[src/rtl/core/chorus_fifo.sv]
// Two-entry queue used between the chorus stages and on the result side.
`timescale 1ns / 1ps
module chorus_fifo #(
   parameter int WIDTH = 48
) (
   input  logic             clock,
   input  logic             reset,
   input  logic             wr_en,
   input  logic [WIDTH-1:0] wr_data,
   output logic             is_full,
   input  logic             rd_en,
   output logic [WIDTH-1:0] rd_data,
   output logic             is_empty
);
   logic [WIDTH-1:0] mem_ff [2];
   logic             wr_ptr_ff, wr_ptr_in;
   logic             rd_ptr_ff, rd_ptr_in;
   logic [1:0]       cnt_ff, cnt_in;
   logic             do_wr, do_rd;

   assign is_full = (cnt_ff == 2'd2);
   assign is_empty = (cnt_ff == 2'd0);
   assign do_wr = wr_en & ~is_full;
   assign do_rd = rd_en & ~is_empty;
   assign rd_data = mem_ff[rd_ptr_ff];

   always_comb begin
      wr_ptr_in = do_wr ? ~wr_ptr_ff : wr_ptr_ff;
      rd_ptr_in = do_rd ? ~rd_ptr_ff : rd_ptr_ff;
      cnt_in = cnt_ff;
      if (do_wr && !do_rd) begin
         cnt_in = cnt_ff + 2'd1;
      end else if (do_rd && !do_wr) begin
         cnt_in = cnt_ff - 2'd1;
      end
   end

   always_ff @(posedge clock) begin
      if (reset) begin
         wr_ptr_ff <= 1'b0;
         rd_ptr_ff <= 1'b0;
         cnt_ff <= 2'd0;
      end else begin
         wr_ptr_ff <= wr_ptr_in;
         rd_ptr_ff <= rd_ptr_in;
         cnt_ff <= cnt_in;
      end
   end

   always_ff @(posedge clock) begin
      if (do_wr) begin
         mem_ff[wr_ptr_ff] <= wr_data;
      end
   end
endmodule

[config.mk]
export PLATFORM = sky130hd
export DESIGN_NAME = chorus_fifo
export DESIGN_NICKNAME = d
export VERILOG_FILES = /design/src/rtl/core/chorus_fifo.sv
export SDC_FILE = /design/constraint.sdc
export NUM_CORES = 1
export LEC_CHECK = 0
export ABC_AREA = 0
export BUFFER_PORTS_ARGS = -buffer_cell sky130_fd_sc_hd__buf_2
export CORE_MARGIN = 5
export CORE_UTILIZATION = 51
export DETAILED_ROUTE_END_ITERATION = 6
export PLACE_DENSITY = 0.76
export SLEW_MARGIN = 20
export SYNTH_ARGS = -nofsm -noshare
export SYNTH_HDL_FRONTEND = slang
export SYNTH_SLANG_ARGS = --single-unit
[constraint.sdc]
create_clock -name clock -period 3 [get_ports clock]
set_clock_uncertainty 0.05 [all_clocks]
set_input_delay 0.15 -clock clock [delete_from_list [all_inputs] [get_ports clock]]
set_output_delay 0.15 -clock clock [all_outputs]
set_load 0.02 [all_outputs]
==> run metrics, run 1 <==
Total Die Area 0.009016 mm^2; most common cell after layout, fill and taps aside buf_2; detailed-route via count 2068; WL final between 6000 and 7000 um; DR DRC count 0; fraction of layout cells with a size suffix above 1 0.5059; Reg power frac 0.477; fin worst setup slack 0.8615 ns; TNS Setup 0 ns; Distinct cells, synth 15; Clk pin slew, worst setup/hold paths 0.09 ns; vias in the first global route 2197; Slew @ Worst Pin 0.5703 ns; Internal 2.737 mW; hpwl dp 4335 um; Slew Viols, Final 0; # H-tree levels 3; post-CTS sizing 0; gr busiest metal met2; Placement Setup Slack 1.042 ns; Die X 94.96 um; DRT Pass-1 Iters 4; Sw Ratio 0.3009; DIE HEIGHT approximately 95 um; switching power about 1.2 mW; # IOs 102; Max Freq 467.6 MHz; post-route cell area 0.005026 mm^2; RR Startpoint cnt_ff[0]; CTS tree built; met3 Use GR 0.03825; commonest non-fill, non-tap cells in the layout buf_2, edfxtp_1, dlygate4sd3_1; Placed Area 0.004323 mm^2; Pleak 1.907 nW; Avg WL per Cell approximately 16 um; post-synth net total 227; met2 GRT Util 0.2807; Worst Path Arrival 1.94 ns; worst-skew pair later-pin latency ~0.34 ns; status finished, final reports clean; Tmin final 2.138 ns; gp weighted congestion 0.7089; global-route wire length before repair 10560 um; Worst Setup Start Kind register; R2R depth 4; Crit. End Element output pin; root buffer cell clkbuf_8; RSZ-0062 raised after global routing no; HP Start wr_en; Non-Filler Instances 439; post-synthesis sequential area ratio 0.8103; Hold Path Class input pin to register; Critical Setup Path Class register to output pin; Syn Area/Cell 21.16 um^2; placed cell count 374; Synth Instances 174; FF+latch count, synth just over 100; FP Rows 31; hold path depth 4; Clock Tree Buf Depth 2; Starting Density 0.5158; Yosys warnings 0; max-cap violations 0; DR vias/cell around 4.7; Area Overhead vs Synth 36.54%; clock power share 0.229; Setup violations, final 0; Tcrit/Tclk final 0.7128; Core ar. 0.007137 mm^2; clk sinks about 100; Worst VDD drop 0.0004553 V; Initial DRC Count 65; post-synthesis cell area 0.003681 mm^2; GRT Util Overall 0.1602; Comb pwr share 0.295; Final Hold Vio Count 0; final antenna-violating net count 0; grt met1 use 0.1889; port bufs 101; initial antenna violation count 0; largest net degree at the start of global routing 32; Num CTS Buffers 9; Slew Limit Headroom 0.6198; grt ovf 0; pwr dens slightly below 800 mW/mm^2; nets@finish about 390; Crit Path Max Fanout 25; Required @ worst endpoint between 2 and 3 ns; Diodes inserted 0
[kinds of logic (layout without fill, tap and decap cells)]
| group | after synthesis | after routing | synth area share |
|---|---|---|---|
| buffers and inverters | 7 | 173 | 0.01292 |
| AND/OR/NAND/NOR | 9 | 9 | 0.01258 |
| flip-flops | 101 | 101 | 0.8103 |
| AO/OA/AOI/OAI | 5 | 5 | 0.006797 |
| XOR/XNOR | 3 | 3 | 0.007139 |
| adder cells (fa/ha/maj) | 1 | 1 | 0.003399 |
| multiplexers | 48 | 48 | 0.1468 |
[through the flow]
step                      hold WS [ns]    util  power [mW]
final                           0.1362  0.7042       3.915
after global routing            0.1922  0.7042       4.110
after CTS                       0.1245  0.7042       3.952
after detailed placement        0.2913  0.6057       3.010
after global placement          0.2886  0.6057       2.990
after floorplan                 0.1691       -       2.654
[path summary, 6_finish.rpt]
| check | to | slack [ns] |
|---|---|---|
| max reg2reg | mem_ff[0][44] | 1.06 |
| min | wr_ptr_ff | 0.14 |
| min reg2reg | wr_ptr_ff | 0.45 |
| max | rd_data[47] | 0.86 |
[registers in the layout (all words and copies together), names as in the netlist, named ones only]
name / flops
wr_ptr_ff: 1
rd_ptr_ff: 1
cnt_ff: 2
mem_ff: 96
[cell usage after synthesis]
master	instances	area [um^2]
nor2b_2	1	8.760
buf_2	2	10.01
mux2_2	48	540.5
buf_4	1	7.510
buf_6	2	22.52
edfxtp_1	96	2883
inv_1	2	7.510
o21ai_0	3	15.01
nor2_1	5	18.77
ha_1	1	12.51
xor2_1	3	26.28
or3_1	2	12.51
a21oi_1	2	10.01
and2_1	1	6.260
dfxtp_1	5	100.1
[power groups by stage]
stage | sequential [mW] | combinational, mW | clock, mW
2_1_floorplan | 1.85 | 0.807 | 0
3_3_place_gp | 1.89 | 1.10 | 0
3_5_place_dp | 1.90 | 1.11 | 0
4_1_cts | 1.87 | 1.16 | 0.917
5_1_grt | 1.89 | 1.24 | 0.983
6_report | 1.87 | 1.15 | 0.896
[layout make-up]
class / count / area (um^2)
multi-input cells: 66 / 651.9
clock inverters: 6 / 85.08
repair buffers: 155 / 1046
inverters: 2 / 7.507
well taps: 99 / 123.9
flip-flops and latches: 101 / 2984
clock buffers: 10 / 127.6
fillers: 483 / 2111
[repair_timing]
action,4_1_cts,5_1_grt
hold endpoints to repair,101,0
setup buffers,0,0
hold buffers,49,0
[critical path: stages, from the launching register on]
cell	delay [ns]
dfxtp_2	0.70
buf_4	0.35
mux2_2	0.38
buf_2	0.17
[metal layers]
layer	share of wire	wire length [um]
met2	0.52	3559
met1	0.40	2780
met5	0	0
met4	0.015	104
met3	0.062	425
Power figures use the tool's default switching activity.
==> inputs of run 2 (changes only) <==
--- a/config.mk
+++ b/config.mk
@@ -5,12 +5,12 @@
 export SDC_FILE = /design/constraint.sdc
 export NUM_CORES = 1
 export LEC_CHECK = 0
-export ABC_AREA = 0
+export ABC_AREA = 1
 export BUFFER_PORTS_ARGS = -buffer_cell sky130_fd_sc_hd__buf_2
 export CORE_MARGIN = 5
-export CORE_UTILIZATION = 51
+export CORE_UTILIZATION = 47
 export DETAILED_ROUTE_END_ITERATION = 6
-export PLACE_DENSITY = 0.76
+export PLACE_DENSITY = 0.73
 export SLEW_MARGIN = 20
 export SYNTH_ARGS = -nofsm -noshare
 export SYNTH_HDL_FRONTEND = slang
==> constraint.sdc (replaced) <==
create_clock -name clock -period 1.9 [get_ports clock]
set_clock_uncertainty 0.05 [all_clocks]
set_input_delay 0.095 -clock clock [delete_from_list [all_inputs] [get_ports clock]]
set_output_delay 0.095 -clock clock [all_outputs]
set_load 0.02 [all_outputs]
==> run 2 against run 1 <==
Effect of this change:
- routed wire length down 3.0%
- global-route usage fell by 1.9 points
- sequential power is 55% higher
- final area grew 1.9%
- synthesized cell count is 6.9% higher
- count of clock-buffer cells in the layout stayed put
- clock power increased by 28%
==> run metrics, run 2 <==
WHS Endpoint wr_ptr_ff; DRT Pass-1 Iters 4; initial antenna violation count 0; nets@finish 401; worst path buffer plus inverter count 4; RSZ-0062 raised after global routing no; port bufs ~100; root buffer cell clkbuf_8; Yosys top cell area share 0.7609; Clock Tree Buf Depth 2; RR Startpoint cnt_ff[1]; Max Freq 595.5 MHz; gp weighted congestion 0.7690; Final Hold Vio Count 0; Diodes inserted 0; Slew @ Worst Pin 0.3827 ns; # IOs 102; Tcrit/Tclk final 0.8839; Worst Setup Start Kind register; DR vias/cell 4.664; top-count cell post-synth edfxtp_1; clk sinks 101; hold path depth 5; post-synthesis sequential area ratio 0.7873; Total Die Area 0.009956 mm^2; DR DRC count 0; WL final between 6000 and 7000 um; detailed-route via count 2122; fin worst setup slack 0.2206 ns; # H-tree levels 3; met2 GRT Util 0.2504; most common cell after layout, fill and taps aside buf_2; Yosys top cell by area edfxtp_1; max-cap violations 0; Placement Setup Slack between 0.2 and 0.25 ns; CP dominant cell by count inv_1; Hold Path Class input pin to register; Syn Area/Cell 20.37 um^2; Critical Setup Path Class register to register; Distinct cells, synth 16; Core ar. 0.007807 mm^2; gr busiest metal met2; Crit Path Max Fanout 4; FF+latch count, synth 101; Pleak around 2 nW; Worst Setup SP cnt_ff[1]; grt ovf 0; Starting Density 0.4853; CTS tree built; R2R depth 9; DIE HEIGHT 99.78 um; largest registers mem_ff: 96 flops, cnt_ff: 2 flops; HP Start wr_en; Largest register FFs 96; Worst Path Arrival 1.90 ns; status finished, final reports clean; crit-path leading delay family flip-flops; post-synthesis cell area 0.003789 mm^2; Avg WL per Cell 14.65 um; met3 Use GR 0.03892; synth cell count leaders edfxtp_1, mux2_2, mux2_4; commonest non-fill, non-tap cells in the layout buf_2, edfxtp_1, dlygate4sd3_1; EDFF count, synth 96; crit-path cells inv_1 > o21ai_2 > inv_1 > ha_1 > inv_1 > nand3_1 > nand2_1 > inv_1 > nor2_1; slowest cell delay on critical path 0.38 ns; Required @ worst endpoint 2.13 ns; largest net degree at the start of global routing 34; Slew Viols, Final 0; Setup violations, final 0; global-route wire length before repair 10810 um; Tmin final 1.679 ns; total power 5.891 mW; final antenna-violating net count 0; Area Overhead vs Synth 35.17%; Yosys warnings 0; Worst VDD drop 0.0007732 V; Async S/R FF share, synth 0; slowest CP cell dfxtp_1; GRT Util Overall 0.1407; ys flop type edfxtp_1; grt met1 use 0.1651; worst-skew pair later-pin latency 0.34 ns; Die X between 90 and 100 um; pwr dens 1150 mW/mm^2; Synth Instances 186; Slew Limit Headroom 0.7449; Biggest register mem_ff; vias in the first global route between 2000 and 2500; top cells by area, synth edfxtp_1, mux2_2, mux2_4; fraction of layout cells with a size suffix above 1 0.4901; Num CTS Buffers 9; Clk pin slew, worst setup/hold paths 0.08 ns; Crit. End Element register; Initial DRC Count 52; reg2reg end cnt_ff[1]; FP Rows 32; FF-to-FF setup slack ~0.22 ns; post-synth net total 239; hpwl dp 4295 um
run 2: cell count changes after synthesis, moves of 2 or more:
| cell | previous run | this run |
|---|---|---|
| nor2_1 | 5 | 9 |
| mux2_4 | 0 | 20 |
| xor2_1 | 3 | 0 |
| nand2_1 | 0 | 4 |
| inv_1 | 2 | 9 |
| or3_1 | 2 | 0 |
| mux2_2 | 48 | 28 |
run 2: layout make-up:
class / instances / area, um^2
multi-input cells: 71 / 743.2
well taps: 102 / 127.6
flip-flops and latches: 101 / 2984
fillers: 559 / 2686
clock inverters: 6 / 38.79
clock buffers: 10 / 127.6
repair buffers: 156 / 1066
inverters: 9 / 33.78
run 2: how the worst max path moves through the flow:
stage | to | slack [ns] | cells past startpoint
2_1_floorplan | mem_ff[0][0] | -0.32 | 2
3_3_place_gp | cnt_ff[1] | 0.37 | 9
3_5_place_dp | cnt_ff[1] | 0.23 | 9
4_1_cts | cnt_ff[1] | 0.22 | 9
5_1_grt | cnt_ff[1] | 0.03 | 9
6_report | cnt_ff[1] | 0.22 | 9
run 2: logic make-up (layout without fill, tap and decap cells):
group	after synthesis	in the layout	synth area share
fa+ha+maj	1	1	0.003302
buf+inv	14	181	0.02047
flops	101	101	0.7873
mux	48	48	0.1625
compound gates	6	6	0.008916
simple gates	16	16	0.01750
run 2: report_power, final:
part,leakage [nW],internal [mW],switching [mW]
logic,0.975,0.803,1.04
registers,0.937,2.81,0.0921
clock network,0.0841,0.475,0.671
total,2.00,4.09,1.80
run 2: tightest hold or removal path, stage by stage:
cell and delay (ns):
buf_2 0.09, o21ai_2 0.10, inv_1 0.10, nor2_1 0.04, nor2_1 0.08
run 2: repair_timing:
action / 4_1_cts / 5_1_grt
resized for setup: 0 / 0
buffers inserted: 0 / 0
endpoints found under the hold margin: 99 / 0
hold buffers: 49 / 0
run 2: layer usage:
metal  part of all wire  up-vias
met3              0.072        9
met4              0.014        0
met2               0.51       72
li1                   -     1032
met1               0.40     1009
met5                  0        -
run 2: per-stage QoR:
step             util  std cells  hold slack, ns  TNS [ns]  area (um^2)
4_1_cts        0.6559        455          0.1322         0         5121
6_report       0.6559        455          0.1522         0         5121
3_5_place_dp   0.5718        390          0.2362         0         4464
2_1_floorplan       -        186          0.1439    -30.38         3794
3_3_place_gp   0.5718        390          0.2324         0         4464
5_1_grt        0.6559        455          0.1640         0         5121
==> inputs of run 3 (changes only) <==
--- a/config.mk
+++ b/config.mk
@@ -11,6 +11,7 @@
 export CORE_UTILIZATION = 47
 export DETAILED_ROUTE_END_ITERATION = 6
 export PLACE_DENSITY = 0.73
+export REMOVE_ABC_BUFFERS = 1
 export SLEW_MARGIN = 20
 export SYNTH_ARGS = -nofsm -noshare
 export SYNTH_HDL_FRONTEND = slang
==> run 3 against run 2 <==
Effect of this change:
- critical path type unchanged
- routed wire length rose by 4.7%
- largest power group unchanged
- global-route usage rose by 0.59 points
- worst setup slack lost 0.033 ns
- fmax fell by 1.9%
==> run metrics, run 3 (synthesized netlist as in run 2, its figures left out) <==
commonest non-fill, non-tap cells in the layout buf_2, edfxtp_1, dlygate4sd3_1; max-cap violations 0; worst path buffer plus inverter count 4; DR vias/cell 4.699; Starting Density 0.4853; Worst Setup Start Kind register; fraction of layout cells with a size suffix above 1 0.4929; Required @ worst endpoint approximately 2.2 ns; Max Freq 583.9 MHz; Worst Path Arrival 1.96 ns; RSZ-0062 raised after global routing no; clk sinks 101; Placed Area 0.004464 mm^2; Pleak around 2 nW; Biggest register mem_ff; Setup violations, final 0; largest registers mem_ff: 96 flops, cnt_ff: 2 flops; Diodes inserted 0; Tcrit/Tclk final 0.9013; # H-tree levels 3; Clk pin slew, worst setup/hold paths 0.10 ns; final antenna-violating net count 0; crit-path cells inv_1 > o21ai_2 > inv_1 > ha_1 > inv_1 > nand3_1 > nand2_1 > inv_1 > nor2_1; hold_ws 0.1087 ns; Slew Viols, Final 0; Core ar. approximately 0.008 mm^2; GRT Util Overall 0.1467; DIE HEIGHT ~100 um; hpwl dp 4559 um; most common cell after layout, fill and taps aside buf_2; CP dominant cell by count inv_1; total power between 6 and 7 mW; Total Die Area 0.009956 mm^2; Initial DRC Count 31; worst-skew pair later-pin latency 0.36 ns; Area Overhead vs Synth 36.16%; Critical Setup Path Class register to register; grt ovf 0; nets@finish 401; detailed-route via count around 2100; # IOs 102; slowest cell delay on critical path 0.38 ns; Die X 99.78 um; pwr dens 1186 mW/mm^2; post-route cell area 0.005159 mm^2; status finished, final reports clean; gp weighted congestion 0.7327; Crit Path Max Fanout 4; Clock Tree Buf Depth 2; Hold Path Class input pin to register; Worst VDD drop 0.0006058 V; Crit. End Element register; Slew @ Worst Pin 0.4031 ns; largest net degree at the start of global routing 33; DRT Pass-1 Iters 4; WL final roughly 7000 um; vias in the first global route 2284; Slew Limit Headroom 0.7312; initial antenna violation count 0; Num CTS Buffers 9; DR DRC count 0; Final Hold Vio Count 0; Largest register FFs 96; Avg WL per Cell 15.34 um; CTS tree built; post-CTS sizing 0; global-route wire length before repair 11000 um; Tmin final 1.713 ns; crit-path leading delay family flip-flops; slowest CP cell dfxtp_1; FP Rows 32; port bufs 101; root buffer cell clkbuf_8
==> run 3: changes by cell type in the layout (fill, tap and decap cells not counted), sizes merged <==
| cell | before | now |
|---|---|---|
| clkinv | 4 | 2 |
| bufinv | 0 | 1 |
| clkinvlp | 1 | 0 |
| clkbuf | 10 | 9 |
| inv | 10 | 13 |
==> run 3: layout make-up <==
cell class                      count  area, um^2
Timing Repair Buffer              156        1066
Fill cell                         578        2649
Inverter                            9       33.78
Clock inverter                      7       80.08
Clock buffer                        9       123.9
Tap cell                          102       127.6
Sequential cell                   101        2984
Multi-Input combinational cell     71       743.2
==> run 3: tightest hold or removal path, stage by stage <==
cell	delay [ns]
buf_2	0.09
o21ai_2	0.10
o21ai_0	0.15
nor2_1	0.04
==> run 3: through the flow <==
stage / setup slack (ns) / util / setup TNS (ns) / instances
after floorplan: -1.113 / - / -119.97 / 181
after global placement: 0.3840 / 0.5718 / 0 / 390
after detailed placement: 0.2054 / 0.5718 / 0 / 390
after CTS: 0.1850 / 0.6607 / 0 / 455
after global routing: 0.04042 / 0.6607 / 0 / 455
final: 0.1875 / 0.6607 / 0 / 455
==> run 3: routing by layer <==
metal | GRT usage | vias up | part of all wire
met2 | 0.2606 | 69 | 0.52
met3 | 0.06254 | 6 | 0.078
met4 | 0.04202 | 0 | 0.0087
met5 | 0 | - | 0
met1 | 0.1594 | 1029 | 0.39
li1 | - | 1034 | -
==> run 3: report_power, final <==
part	switching, mW	leakage [nW]	internal, mW	total (mW)
combinational	1.05	0.974	0.796	1.84
clock	0.737	0.104	0.630	1.37
sequential	0.0942	0.937	2.81	2.90
==> run 3: worst paths after layout <==
kind,from,end,slack [ns],cells past startpoint
hold reg to reg,wr_ptr_ff,wr_ptr_ff,0.51,2
setup / recovery,cnt_ff[1],cnt_ff[1],0.19,9
setup reg to reg,cnt_ff[1],cnt_ff[1],0.19,9
hold / removal,wr_en,wr_ptr_ff,0.11,4
==> run 3: repair_timing <==
item,CTS,global route
endpoints found under the hold margin,99,0
hold buffers,49,0
setup buffers,0,0
