--- config.mk ---
export PLATFORM = sky130hd
export DESIGN_NAME = chorus_front
export DESIGN_NICKNAME = d
export VERILOG_FILES = /design/src/rtl/core/chorus_pkg.sv /design/src/rtl/core/chorus_front.sv
export SDC_FILE = /design/constraint.sdc
export NUM_CORES = 1
export LEC_CHECK = 0
export ABC_AREA = 1
export BUFFER_PORTS_ARGS = -buffer_cell sky130_fd_sc_hd__buf_2
export CORE_MARGIN = 2
export CORE_UTILIZATION = 34
export DETAILED_ROUTE_END_ITERATION = 16
export PLACE_DENSITY_LB_ADDON = 0.15
export SLEW_MARGIN = 15
export SYNTH_ARGS = -nofsm -noshare
export SYNTH_HDL_FRONTEND = slang
export SYNTH_SLANG_ARGS = --single-unit
--- constraint.sdc ---
create_clock -name clock -period 0.8 [get_ports clock]
set_clock_uncertainty 0.05 [all_clocks]
set_input_delay 0 -clock clock [delete_from_list [all_inputs] [get_ports clock]]
set_output_delay 0 -clock clock [all_outputs]
set_load 0.1 [all_outputs]
--- src/rtl/core/chorus_pkg.sv ---
// Shared types and constants for the stereo three-LFO chorus.
`timescale 1ns / 1ps
package chorus_pkg;

   localparam int SMP_W = 24;
   localparam int MIX_W = 17;
   localparam int TYPE_W = 2;
   localparam int CSR_IDX_W = 2;

   localparam int DELAY_LENGTH_DEF = 2048;
   localparam int SAMPLE_RATE_DEF = 48000;
   localparam int SINE_TABLE_SIZE_DEF = 1024;

   localparam logic [CSR_IDX_W-1:0] CSR_IDX_TYPE = 2'd0;
   localparam logic [CSR_IDX_W-1:0] CSR_IDX_MIX = 2'd1;

   localparam logic [TYPE_W-1:0] TYPE_SUBTLE = 2'd0;
   localparam logic [TYPE_W-1:0] TYPE_DEEP = 2'd2;
   localparam logic [MIX_W-1:0] MIX_RESET = 17'd32768;
   localparam logic [MIX_W-1:0] MIX_FULL = 17'd65536;

   localparam logic [31:0] PHASE1_RESET = 32'h0000_0000;
   localparam logic [31:0] PHASE2_RESET = 32'h547A_E148;
   localparam logic [31:0] PHASE3_RESET = 32'hA8F5_C28F;

   // Odd polynomial coefficients for sine over a quarter cycle, Q30.
   localparam logic [31:0] SC1 = 32'd1686629713;
   localparam logic [31:0] SC3 = 32'd693598669;
   localparam logic [31:0] SC5 = 32'd85569306;
   localparam logic [31:0] SC7 = 32'd5026995;
   localparam logic [31:0] SC9 = 32'd172272;

   // Half of the stereo spread per preset, Q16.
   localparam logic [MIX_W-1:0] SPREAD_K [3] = '{17'd9830, 17'd16384, 17'd26214};

   typedef struct packed {
      logic signed [SMP_W-1:0] left;
      logic signed [SMP_W-1:0] right;
   } sample_pair_type;

   typedef struct packed {
      logic [TYPE_W-1:0] chorus_type;
      logic [MIX_W-1:0]  wet_dry_mix;
   } cfg_type;

   typedef enum logic [3:0] {
      ST_CLEAR,
      ST_IDLE,
      ST_WRITE,
      ST_SIN_X,
      ST_SIN_X2,
      ST_SIN_H,
      ST_SIN_V,
      ST_TAP_D,
      ST_TAP_P,
      ST_TAP_A,
      ST_TAP_B,
      ST_BLEND,
      ST_DONE
   } back_state_type;

endpackage

--- src/rtl/core/chorus_front.sv ---
// Front end: register port, sample intake and mono handling.
`timescale 1ns / 1ps
module chorus_front (
   input  logic                                  clock,
   input  logic                                  reset,
   input  logic                                  push,
   output logic                                  full,
   input  logic signed [chorus_pkg::SMP_W-1:0]   req_left_in,
   input  logic signed [chorus_pkg::SMP_W-1:0]   req_right_in,
   input  logic                                  req_single_channel,
   input  logic                                  valid,
   output logic                                  ready,
   input  logic [chorus_pkg::CSR_IDX_W-1:0]      csr_index,
   input  logic [chorus_pkg::MIX_W-1:0]          csr_data,
   input  logic                                  q_full,
   input  logic                                  clearing,
   output logic                                  q_push,
   output chorus_pkg::sample_pair_type           q_data,
   output chorus_pkg::cfg_type                   cfg
);
   import chorus_pkg::*;

   logic [TYPE_W-1:0] type_ff, type_in;
   logic [MIX_W-1:0]  mix_ff, mix_in;
   logic              wr;

   assign ready = 1'b1;
   assign wr = valid & ready;
   assign full = q_full | clearing;
   assign q_push = push & ~full;
   assign q_data.left = req_left_in;
   assign q_data.right = req_single_channel ? req_left_in : req_right_in;
   assign cfg.chorus_type = type_ff;
   assign cfg.wet_dry_mix = mix_ff;

   always_comb begin
      type_in = type_ff;
      mix_in = mix_ff;
      if (wr) begin
         case (csr_index)
            CSR_IDX_TYPE: type_in = (csr_data[TYPE_W-1:0] > TYPE_DEEP) ? TYPE_DEEP
                                                                     : csr_data[TYPE_W-1:0];
            CSR_IDX_MIX:  mix_in = csr_data;
            default:      ;
         endcase
      end
   end

   always_ff @(posedge clock) begin
      if (reset) begin
         type_ff <= TYPE_SUBTLE;
         mix_ff <= MIX_RESET;
      end else begin
         type_ff <= type_in;
         mix_ff <= mix_in;
      end
   end
endmodule

==> impl_metrics.env, run 1 <==
export IMPL_status="finished with violations"
export IMPL_violations="setup timing"
export IMPL_finalWorstSetupSlack_ns=-0.0862
export IMPL_crit_top_cell="nand2_1"
export IMPL_grt_max_degree=22
export IMPL_numCtsBuffers=3
export IMPL_post_drt_wl_per_cell_um=22.7
export IMPL_p_per_area_nw_per_um2=1480
export IMPL_post_route_drc_count=0
export IMPL_cp_start_kind="flop"
export IMPL_dieWidth_um=65.9
export IMPL_antenna_cells=0
export IMPL_die_h_um=65.9
export IMPL_setup_viol=44
export IMPL_synthArstFlopShare=0
export IMPL_crit_type="reg2reg"
export IMPL_crit_chain="buf_4 > inv_2 > nand2_1 > nand2_1 > nor2_1"
export IMPL_slew_violations=0
export IMPL_drt_initial_drc_count=71
export IMPL_antenna_found_initial=0
export IMPL_yosysUniqueCellTypes=15
export IMPL_pin_count=144
export IMPL_grt_pass1_wl_um=9650
export IMPL_clock_latency_ns=0.26
export IMPL_grt_pass1_vias=1839
export IMPL_syn_inst=176
export IMPL_syn_area_per_cell_um2=7.40
export IMPL_drt_pre_antenna_iters=4
export IMPL_crit_fanout=2
export IMPL_clk_pin_slew_ns=0.08
export IMPL_core_area_um2=3660
export IMPL_slowest_delay_ns=0.36
export IMPL_critPathBufInv=2
export IMPL_cts_max_level=1
export IMPL_netlist_area_um2=1300
export IMPL_worstPathRequired_ns=0.90
export IMPL_port_buffers=142
export IMPL_period_share=1.11
export IMPL_viasPerCell=5.00
export IMPL_cap_viol_max_count=0
export IMPL_rows=22
export IMPL_yosys_area_top_type="dfxtp_1"
export IMPL_p_leak_uw=0.00177
export IMPL_synth_warning_count=0
export IMPL_grt_use_total=0.296
export IMPL_root_buffer="clkbuf_8"
export IMPL_holdWs_ns=0.0625
export IMPL_start_util=0.356
export IMPL_min_period_ns=0.886
export IMPL_wirelength_um=8500
export IMPL_synth_common_cells="nand2_1 (36), nor2_1 (36), buf_4 (25), mux2_2 (24)"
export IMPL_worst_setup_path_end_kind="flop"
export IMPL_grt_ovfl_total=0
export IMPL_cts_tree="yes"
export IMPL_ys_seq_area_frac=0.292
export IMPL_ant_nets=0
export IMPL_timing_fmax_mhz=1130
export IMPL_synth_ff_type="dfxtp_1"
export IMPL_die_area_um2=4340
export IMPL_power_total_uw=5180
export IMPL_routed_via_count=1875
export IMPL_hpwl_um=4320
export IMPL_cts_buffer_depth=2
export IMPL_synth_top_area_frac=0.292
export IMPL_drive_gt1_frac=0.731
export IMPL_syn2layout_area_growth_pct=168
export IMPL_grt_setup_unrepaired="yes"
export IMPL_nets=402
export IMPL_min_path_type="in2reg"
export IMPL_numClockSinks=19
export IMPL_hold_violations=0
export IMPL_synth_seq_cells=19
export IMPL_critPathTopFamily="flip-flops"
export IMPL_synth_area_leaders="dfxtp_1 (29%), mux2_2 (21%), buf_4 (14%), nand2_1 (10%), nor2_1 (10%)"
export IMPL_critPathSlowestCell="dfxtp_4"
export IMPL_ir_worst_vdd_uv=1300
export IMPL_gp_congestion=0.835
export IMPL_synth_enable_flop_cells=0
export IMPL_synthesis_nets=250
export IMPL_crit_arrival_ns=0.99
==> stage by stage <==
| stage | worst slack, ns | instance area, um^2 | setup TNS, ns | utilization | cells |
|---|---|---|---|---|---|
| after floorplan | -0.156 | 1460 | -0.614 | - | 176 |
| after global placement | -0.111 | 3040 | -2.43 | 0.830 | 340 |
| after detailed placement | -0.134 | 3040 | -2.91 | 0.830 | 340 |
| after CTS | -0.0500 | 3430 | -0.807 | 0.937 | 375 |
| after global routing | -0.146 | 3490 | -2.64 | 0.955 | 375 |
| final | -0.0862 | 3490 | -1.71 | 0.955 | 375 |
==> cell families (layout without fill, tap and decap cells) <==
kind of cell	Yosys count	in the layout	share of synthesized area
muxes	24	24	0.207
AOI/OAI and AO/OA	2	2	0.00769
and+or+nand+nor	78	78	0.242
other	1	1	0.00288
DFF	19	19	0.292
buffers and inverters	52	203	0.248
==> layer usage <==
layer	up-vias	global-route usage	wire, um
met3	40	0.0698	655
met1	891	0.302	2680
met4	0	0.109	495
li1	813	-	-
met2	131	0.572	4670
met5	-	0	0
==> worst paths after layout <==
kind,start,end,slack [ns],cells after the start
worst min-delay path,csr_index[0],mix_ff[15],0.06,3
worst max register to register,mix_ff[10],mix_ff[10],-0.09,5
worst min register to register,mix_ff[15],mix_ff[15],0.46,2
worst max-delay path,mix_ff[10],mix_ff[10],-0.09,5
==> layout by cell type (no fill, tap or decap), types with 10 or more instances in the layout <==
cell / n
buf_2: 72
buf_12: 69
nor2_1: 35
nand2_1: 24
mux2_4: 20
dfxtp_4: 19
dlygate4sd3_1: 17
inv_2: 14
nand2_2: 12
buf_4: 10
==> tightest hold or removal path, delay by kind of cell <==
kind	cells	cell delay (ns)
buffers and inverters	1	0.14
AND/OR/NAND/NOR	2	0.19
==> report_power, final <==
group / total, uW / switching [uW] / internal, uW
Sequential: 1030 / 65.1 / 969
Combinational: 3440 / 2170 / 1260
Clock: 712 / 357 / 355
==> repair_timing <==
action                                  CTS  global route
gates cloned                              2             0
buffers inserted                         12             1
hold buffers                             17             0
endpoints found under the setup margin   43            52
hold endpoints to repair                 17             0
pin swaps                                 0             3
gates resized for setup                  12            21
==> cell type report <==
cell class,count,area (um^2)
tap,48,60.1
timing repair buffer,179,2140
clock buffer,4,45.0
sequential,19,452
multi-input combinational,105,714
fill,95,166
inverter,20,80.1
==> state kept, by name, indices dropped and copies added, names as in the netlist <==
signal	flops
mix_ff	17
type_ff	2
Note: power is estimated with default switching activity, not from simulation.
==> inputs of run 2 (changes only) <==
--- a/config.mk
+++ b/config.mk
@@ -8,9 +8,11 @@
 export ABC_AREA = 1
 export BUFFER_PORTS_ARGS = -buffer_cell sky130_fd_sc_hd__buf_2
 export CORE_MARGIN = 2
-export CORE_UTILIZATION = 34
+export CORE_UTILIZATION = 37
 export DETAILED_ROUTE_END_ITERATION = 16
+export GPL_ROUTABILITY_DRIVEN = 0
 export PLACE_DENSITY_LB_ADDON = 0.15
+export RECOVER_POWER = 50
 export SLEW_MARGIN = 15
 export SYNTH_ARGS = -nofsm -noshare
 export SYNTH_HDL_FRONTEND = slang
==> constraint.sdc (replaced) <==
create_clock -name clock -period 1.1 [get_ports clock]
set_clock_uncertainty 0.05 [all_clocks]
set_input_delay 0 -clock clock [delete_from_list [all_inputs] [get_ports clock]]
set_output_delay 0 -clock clock [all_outputs]
set_load 0.1 [all_outputs]
==> run 2 against run 1 <==
  * The flow now finishes without violations
  * Sequential share of layout area is 1.6 points higher
  * Critical path depth down 1
  * Count of clock-buffer cells in the layout shrank 1
  * Die area decreased by 7.6%
  * Clock power fell by 50%
  * Utilization decreased by 17 points
  * Combinational power down 40%
  * Worst setup slack better by 0.18 ns
  * Routed wire length decreased by 47%
  * Largest cell class unchanged
==> impl_metrics.env, run 2 (synthesis gave the netlist of run 1 again) <==
export IMPL_status="finished clean"
export IMPL_ir_worst_vdd_uv=740
export IMPL_min_period_ns=1.01
export IMPL_hold_violations=0
export IMPL_cts_tree="yes"
export IMPL_combPwrFrac=0.650
export IMPL_drt_pre_antenna_iters=4
export IMPL_start_util=0.387
export IMPL_grt_use_total=0.233
export IMPL_cts_setup_buffers=0
export IMPL_routed_via_count=1555
export IMPL_place_area_um2=2410
export IMPL_clk_pin_slew_ns=0.10
export IMPL_period_share=0.914
export IMPL_critPathBufInv=3
export IMPL_setup_tns_ns=0
export IMPL_timing_fmax_mhz=994
export IMPL_layout_commonest_cell="buf_2"
export IMPL_largest_reg_flops=17
export IMPL_drt_initial_drc_count=47
export IMPL_p_leak_uw=0.00141
export IMPL_slew_violations=0
export IMPL_post_route_drc_count=0
export IMPL_crit_fanout=24
export IMPL_timing_slew_headroom=0.622
export IMPL_p_seq_frac=0.238
export IMPL_grt_pass1_vias=1519
export IMPL_slowest_delay_ns=0.42
export IMPL_worst_pin_slew_ns=0.570
export IMPL_largestRegisters="mix_ff x17, type_ff x2"
export IMPL_crit_arrival_ns=0.96
export IMPL_cp_depth=4
export IMPL_multi_input_area_um2=607
export IMPL_worstPathRequired_ns=1.05
export IMPL_swShare=0.529
export IMPL_port_buffers=142
export IMPL_syn2layout_area_growth_pct=103
export IMPL_cts_max_level=1
export IMPL_clock_latency_ns=0.29
export IMPL_cp_start_kind="primary input"
export IMPL_setup_viol=0
export IMPL_fillerInstances=257
export IMPL_cap_viol_max_count=0
export IMPL_rows=21
export IMPL_numCtsBuffers=3
export IMPL_layout_common_cells="buf_2 (72), nand2_1 (36), nor2_1 (35), buf_12 (35), clkbuf_2 (25)"
export IMPL_ant_nets=0
export IMPL_clock_power_share=0.112
export IMPL_pin_count=144
export IMPL_drive_gt1_frac=0.564
export IMPL_numClockSinks=19
export IMPL_grt_pass1_wl_um=7300
export IMPL_cts_buffer_depth=2
export IMPL_critPathTopFamily="buffers and inverters"
export IMPL_nets=389
export IMPL_p_per_area_nw_per_um2=1200
export IMPL_post_drt_wl_per_cell_um=12.6
export IMPL_crit_chain="buf_2 > buf_4 > mux2_2 > buf_12"
export IMPL_top_register="mix_ff"
export IMPL_critPathSlowestCell="mux2_2"
export IMPL_antenna_found_initial=0
export IMPL_p_switching_uw=1680
export IMPL_core_area_um2=3360
export IMPL_grt_setup_unrepaired="no"
export IMPL_die_h_um=63.3
export IMPL_grt_ovfl_total=0
export IMPL_holdPathStages=3
export IMPL_wirelength_um=4520
export IMPL_antenna_cells=0
export IMPL_viasPerCell=4.32
export IMPL_dieWidth_um=63.3
export IMPL_crit_type="in2out"
export IMPL_intPower_uw=1500
export IMPL_rr_worst_depth=4
export IMPL_grt_max_degree=34
export IMPL_design_area_um2=2650
export IMPL_register_area_um2=385
export IMPL_root_buffer="clkbuf_4"
export IMPL_die_area_um2=4010
export IMPL_min_path_type="in2reg"
export IMPL_worst_setup_path_end_kind="primary output"
export IMPL_hpwl_um=3460
export IMPL_postLayoutCoreUtil=0.787
-- run 2: cell types whose count changed in the layout (fill, tap and decap cells not counted), moves of 4 or more --
| cell | change |
|---|---|
| buf_6 | -9 |
| nand2_1 | +12 |
| dlygate4sd3_1 | +6 |
| clkbuf_2 | +25 |
| mux2_4 | -20 |
| mux2_2 | +20 |
| dfxtp_4 | -19 |
| inv_2 | -14 |
| dfxtp_1 | +15 |
| inv_1 | +16 |
| nand2_2 | -12 |
| clkbuf_4 | +4 |
| buf_12 | -34 |
| dfxtp_2 | +4 |
-- run 2: final cells by class --
type / instances / share of cell area
inverters: 20 / 0.0284
clock buffers: 3 / 0.00851
clock inverters: 1 / 0.00189
well taps: 46 / 0.0217
multi-input cells: 105 / 0.229
flip-flops and latches: 19 / 0.146
repair buffers: 166 / 0.565
-- run 2: repair_timing --
action,4_1_cts,5_1_grt
resized for setup,8,0
endpoints found under the hold margin,19,0
setup endpoints to repair,8,0
hold buffers,23,0
-- run 2: stage by stage --
stage	worst slack (ns)	total power, uW	hold WS (ns)	instances
after floorplan	-0.0386	2200	0.0848	176
after global placement	0.167	2770	0.172	333
after detailed placement	0.132	2780	0.180	333
after CTS	0.110	3210	0.214	360
after global routing	0.0378	3290	0.273	360
final	0.0942	3170	0.216	360
-- run 2: routing by layer --
metal,global-route usage,vias to the layer above,routed length (um)
li1,-,791,-
met1,0.260,669,1710
met2,0.434,83,2370
met3,0.0482,12,330
met4,0.0788,0,112
met5,0,-,0
-- run 2: path summary, 6_finish.rpt --
path,start,endpoint,slack (ns)
setup / recovery,req_single_channel,q_data[0],0.09
hold / removal,reset,mix_ff[15],0.22
setup reg to reg,mix_ff[13],mix_ff[13],0.32
hold reg to reg,mix_ff[15],mix_ff[15],0.44
-- run 2: worst min-delay path: cells and delay by family --
kind	cells	cell delay (ns)
buffers and inverters	2	0.40
AND/OR/NAND/NOR	1	0.12
-- run 2: power by group through the flow --
stage	clock (uW)	combinational, uW	sequential [uW]
global route	398	2130	761
CTS	367	2080	762
global placement	0	1990	776
floorplan	0	1180	1030
detailed placement	0	2010	776
finish	354	2060	757
==> inputs of run 3 (changes only) <==
--- a/config.mk
+++ b/config.mk
@@ -13,7 +13,7 @@
 export GPL_ROUTABILITY_DRIVEN = 0
 export PLACE_DENSITY_LB_ADDON = 0.15
 export RECOVER_POWER = 50
-export SLEW_MARGIN = 15
+export SLEW_MARGIN = 20
 export SYNTH_ARGS = -nofsm -noshare
 export SYNTH_HDL_FRONTEND = slang
 export SYNTH_SLANG_ARGS = --single-unit
==> constraint.sdc (replaced) <==
create_clock -name clock -period 1.1 [get_ports clock]
set_clock_uncertainty 0.05 [all_clocks]
set_input_delay 0.22 -clock clock [delete_from_list [all_inputs] [get_ports clock]]
set_output_delay 0.22 -clock clock [all_outputs]
set_load 0.1 [all_outputs]
==> run 3 against run 2 <==
  * The flow now stops in clock tree synthesis (4_1_cts)
  * Synthesized cell count unchanged
  * Synthesized area did not move
==> impl_metrics.env, run 3 <==
export IMPL_dp_cells=348
export IMPL_synthesis_nets=250
export IMPL_yosys_area_top_type="dfxtp_1"
export IMPL_pin_count=144
export IMPL_error_line="[ERROR DPL-0033] detailed placement checks failed during check placement."
export IMPL_netlist_area_um2=1300
export IMPL_status="aborted with a tool error"
export IMPL_syn_area_per_cell_um2=7.40
export IMPL_numCtsBuffers=3
export IMPL_hpwl_um=5510
export IMPL_synthArstFlopShare=0
export IMPL_yosysUniqueCellTypes=15
export IMPL_cts_buffer_depth=2
export IMPL_ys_seq_area_frac=0.292
export IMPL_synth_area_leaders="dfxtp_1 (29%), mux2_2 (21%), buf_4 (14%), nand2_1 (10%), nor2_1 (10%)"
export IMPL_haltStage="clock tree synthesis (4_1_cts)"
export IMPL_cts_setup_buffers=7
export IMPL_numClockSinks=19
export IMPL_syn_inst=176
export IMPL_synth_common_cells="nand2_1 (36), nor2_1 (36), buf_4 (25), mux2_2 (24)"
export IMPL_synth_seq_cells=19
export IMPL_ctsResizeCount=9
export IMPL_die_h_um=63.3
export IMPL_root_buffer="clkbuf_4"
export IMPL_synth_top_area_frac=0.292
export IMPL_ctsHoldBuffers=0
export IMPL_rows=21
export IMPL_dieWidth_um=63.3
export IMPL_cts_max_level=1
export IMPL_synth_enable_flop_cells=0
export IMPL_synth_ff_type="dfxtp_1"
export IMPL_start_util=0.387
export IMPL_place_area_um2=3140
export IMPL_port_buffers=142
export IMPL_synth_warning_count=0
==> run 3: cell counts after synthesis <==
Identical to the previous run, type by type.
==> run 3: kinds of logic after synthesis <==
kind of cell | Yosys count | synth area share
compound gates | 2 | 0.00769
buf+inv | 52 | 0.248
flops | 19 | 0.292
mux | 24 | 0.207
other cells | 1 | 0.00288
simple gates | 78 | 0.242
==> run 3: per-stage QoR <==
stage / util / worst slack (ns) / TNS (ns)
floorplan: - / -0.296 / -2.02
global placement: 0.933 / -0.191 / -4.38
detailed placement: 0.933 / -0.205 / -4.67
==> inputs of run 4 (changes only) <==
--- a/config.mk
+++ b/config.mk
@@ -7,9 +7,9 @@
 export LEC_CHECK = 0
 export ABC_AREA = 1
 export BUFFER_PORTS_ARGS = -buffer_cell sky130_fd_sc_hd__buf_2
-export CORE_MARGIN = 2
-export CORE_UTILIZATION = 37
+export CORE_AREA = 2 2 63 65
 export DETAILED_ROUTE_END_ITERATION = 16
+export DIE_AREA = 0 0 65 67
 export GPL_ROUTABILITY_DRIVEN = 0
 export PLACE_DENSITY_LB_ADDON = 0.15
 export RECOVER_POWER = 50
==> run 4 against run 3 <==
  * The flow now finishes, with violations (setup timing)
==> impl_metrics.env, run 4 (synthesis gave the netlist of run 1 again) <==
export IMPL_status="finished with violations"
export IMPL_violations="setup timing"
export IMPL_crit_fanout=5
export IMPL_numCtsBuffers=3
export IMPL_crit_type="in2out"
export IMPL_final_cells=356
export IMPL_grt_pass1_wl_um=9330
export IMPL_grt_pass1_vias=1710
export IMPL_cts_buffer_depth=2
export IMPL_finalWorstSetupSlack_ns=-0.149
export IMPL_clk_pin_slew_ns=0.07
export IMPL_dieWidth_um=65
export IMPL_post_drt_wl_per_cell_um=17.1
export IMPL_worstPathRequired_ns=0.83
export IMPL_grt_max_degree=34
export IMPL_cap_viol_max_count=0
export IMPL_die_h_um=67
export IMPL_layout_commonest_cell="buf_2"
export IMPL_layout_common_cells="buf_2 (69), buf_12 (56), nand2_1 (36), nor2_1 (35), mux2_4 (24)"
export IMPL_port_buffers=142
export IMPL_setup_viol=25
export IMPL_top_register="mix_ff"
export IMPL_post_place_ws_ns=-0.212
export IMPL_hold_violations=0
export IMPL_worst_setup_path_end_kind="primary output"
export IMPL_period_share=1.14
export IMPL_register_area_um2=404
export IMPL_largest_reg_flops=17
export IMPL_drt_initial_drc_count=45
export IMPL_die_area_um2=4360
export IMPL_crit_arrival_ns=0.98
export IMPL_start_util=0.361
export IMPL_cts_max_level=1
export IMPL_cts_setup_buffers=0
export IMPL_p_leak_uw=0.00163
export IMPL_syn2layout_area_growth_pct=136
export IMPL_ant_nets=0
export IMPL_core_area_um2=3610
export IMPL_grt_setup_unrepaired="yes"
export IMPL_cp_start_kind="primary input"
export IMPL_power_total_uw=3550
export IMPL_antenna_found_initial=0
export IMPL_numClockSinks=19
export IMPL_multi_input_area_um2=699
export IMPL_viasPerCell=4.57
export IMPL_clock_latency_ns=0.25
export IMPL_antenna_cells=0
export IMPL_hpwl_um=4530
export IMPL_routed_via_count=1628
export IMPL_root_buffer="clkbuf_8"
export IMPL_grt_ovfl_total=0
export IMPL_rows=22
export IMPL_min_period_ns=1.25
export IMPL_postLayoutCoreUtil=0.853
export IMPL_dp_cells=349
export IMPL_grt_use_total=0.285
export IMPL_ir_worst_vdd_uv=1050
export IMPL_slew_violations=0
export IMPL_cts_tree="yes"
export IMPL_pin_count=144
export IMPL_wirelength_um=6090
export IMPL_timing_fmax_mhz=801
export IMPL_nets=383
export IMPL_min_path_type="in2reg"
export IMPL_p_per_area_nw_per_um2=1160
export IMPL_drive_gt1_frac=0.675
export IMPL_fillerInstances=173
export IMPL_drt_pre_antenna_iters=4
export IMPL_post_route_drc_count=0
export IMPL_largestRegisters="mix_ff x17, type_ff x2"
export IMPL_holdWs_ns=0.142
export IMPL_ctsHoldBuffers=0
run 4: worst max-delay path, stage by stage:
cell	delay, ns
buf_12	0.13
buf_16	0.14
mux2_4	0.32
buf_12	0.17
run 4: area by class of cell:
type	instances	area share
repair buffers	160	0.582
multi-input cells	105	0.228
flip-flops and latches	19	0.131
inverters	20	0.0244
well taps	48	0.0195
clock buffers	3	0.0134
clock inverters	1	0.00163
run 4: report_power, final:
group          internal, uW  switching [uW]  leakage [uW]  total (uW)
clock                   251             220     0.0000255         472
combinational           818            1490       0.00145        2310
sequential              732            39.0      0.000163         771
run 4: repair_timing:
| action | CTS | global route |
|---|---|---|
| endpoints found under the setup margin | 26 | 25 |
| pin swaps | 2 | 0 |
| resized for setup | 10 | 0 |
| gates cloned | 3 | 0 |
| hold endpoints to repair | 0 | 0 |
run 4: through the flow:
| step | TNS (ns) | cell area, um^2 |
|---|---|---|
| final | -3.22 | 3070 |
| after global routing | -3.54 | 3070 |
| after CTS | -3.19 | 3260 |
| after detailed placement | -4.74 | 3110 |
| after global placement | -4.51 | 3110 |
| after floorplan | -2.02 | 1440 |
run 4: per-layer routing:
metal,part of all wire,global-route usage,up-vias
li1,-,-,774
met1,0.36,0.302,736
met2,0.53,0.537,104
met3,0.095,0.0895,14
met4,0.025,0.0798,0
met5,0,0,-
run 4: worst paths after layout:
| check | start | to | slack (ns) | cells past startpoint |
|---|---|---|---|---|
| min | csr_data[2] | mix_ff[2] | 0.14 | 3 |
| min reg2reg | mix_ff[15] | mix_ff[15] | 0.47 | 2 |
| max | req_single_channel | q_data[1] | -0.15 | 4 |
| max reg2reg | mix_ff[11] | mix_ff[11] | 0.32 | 4 |
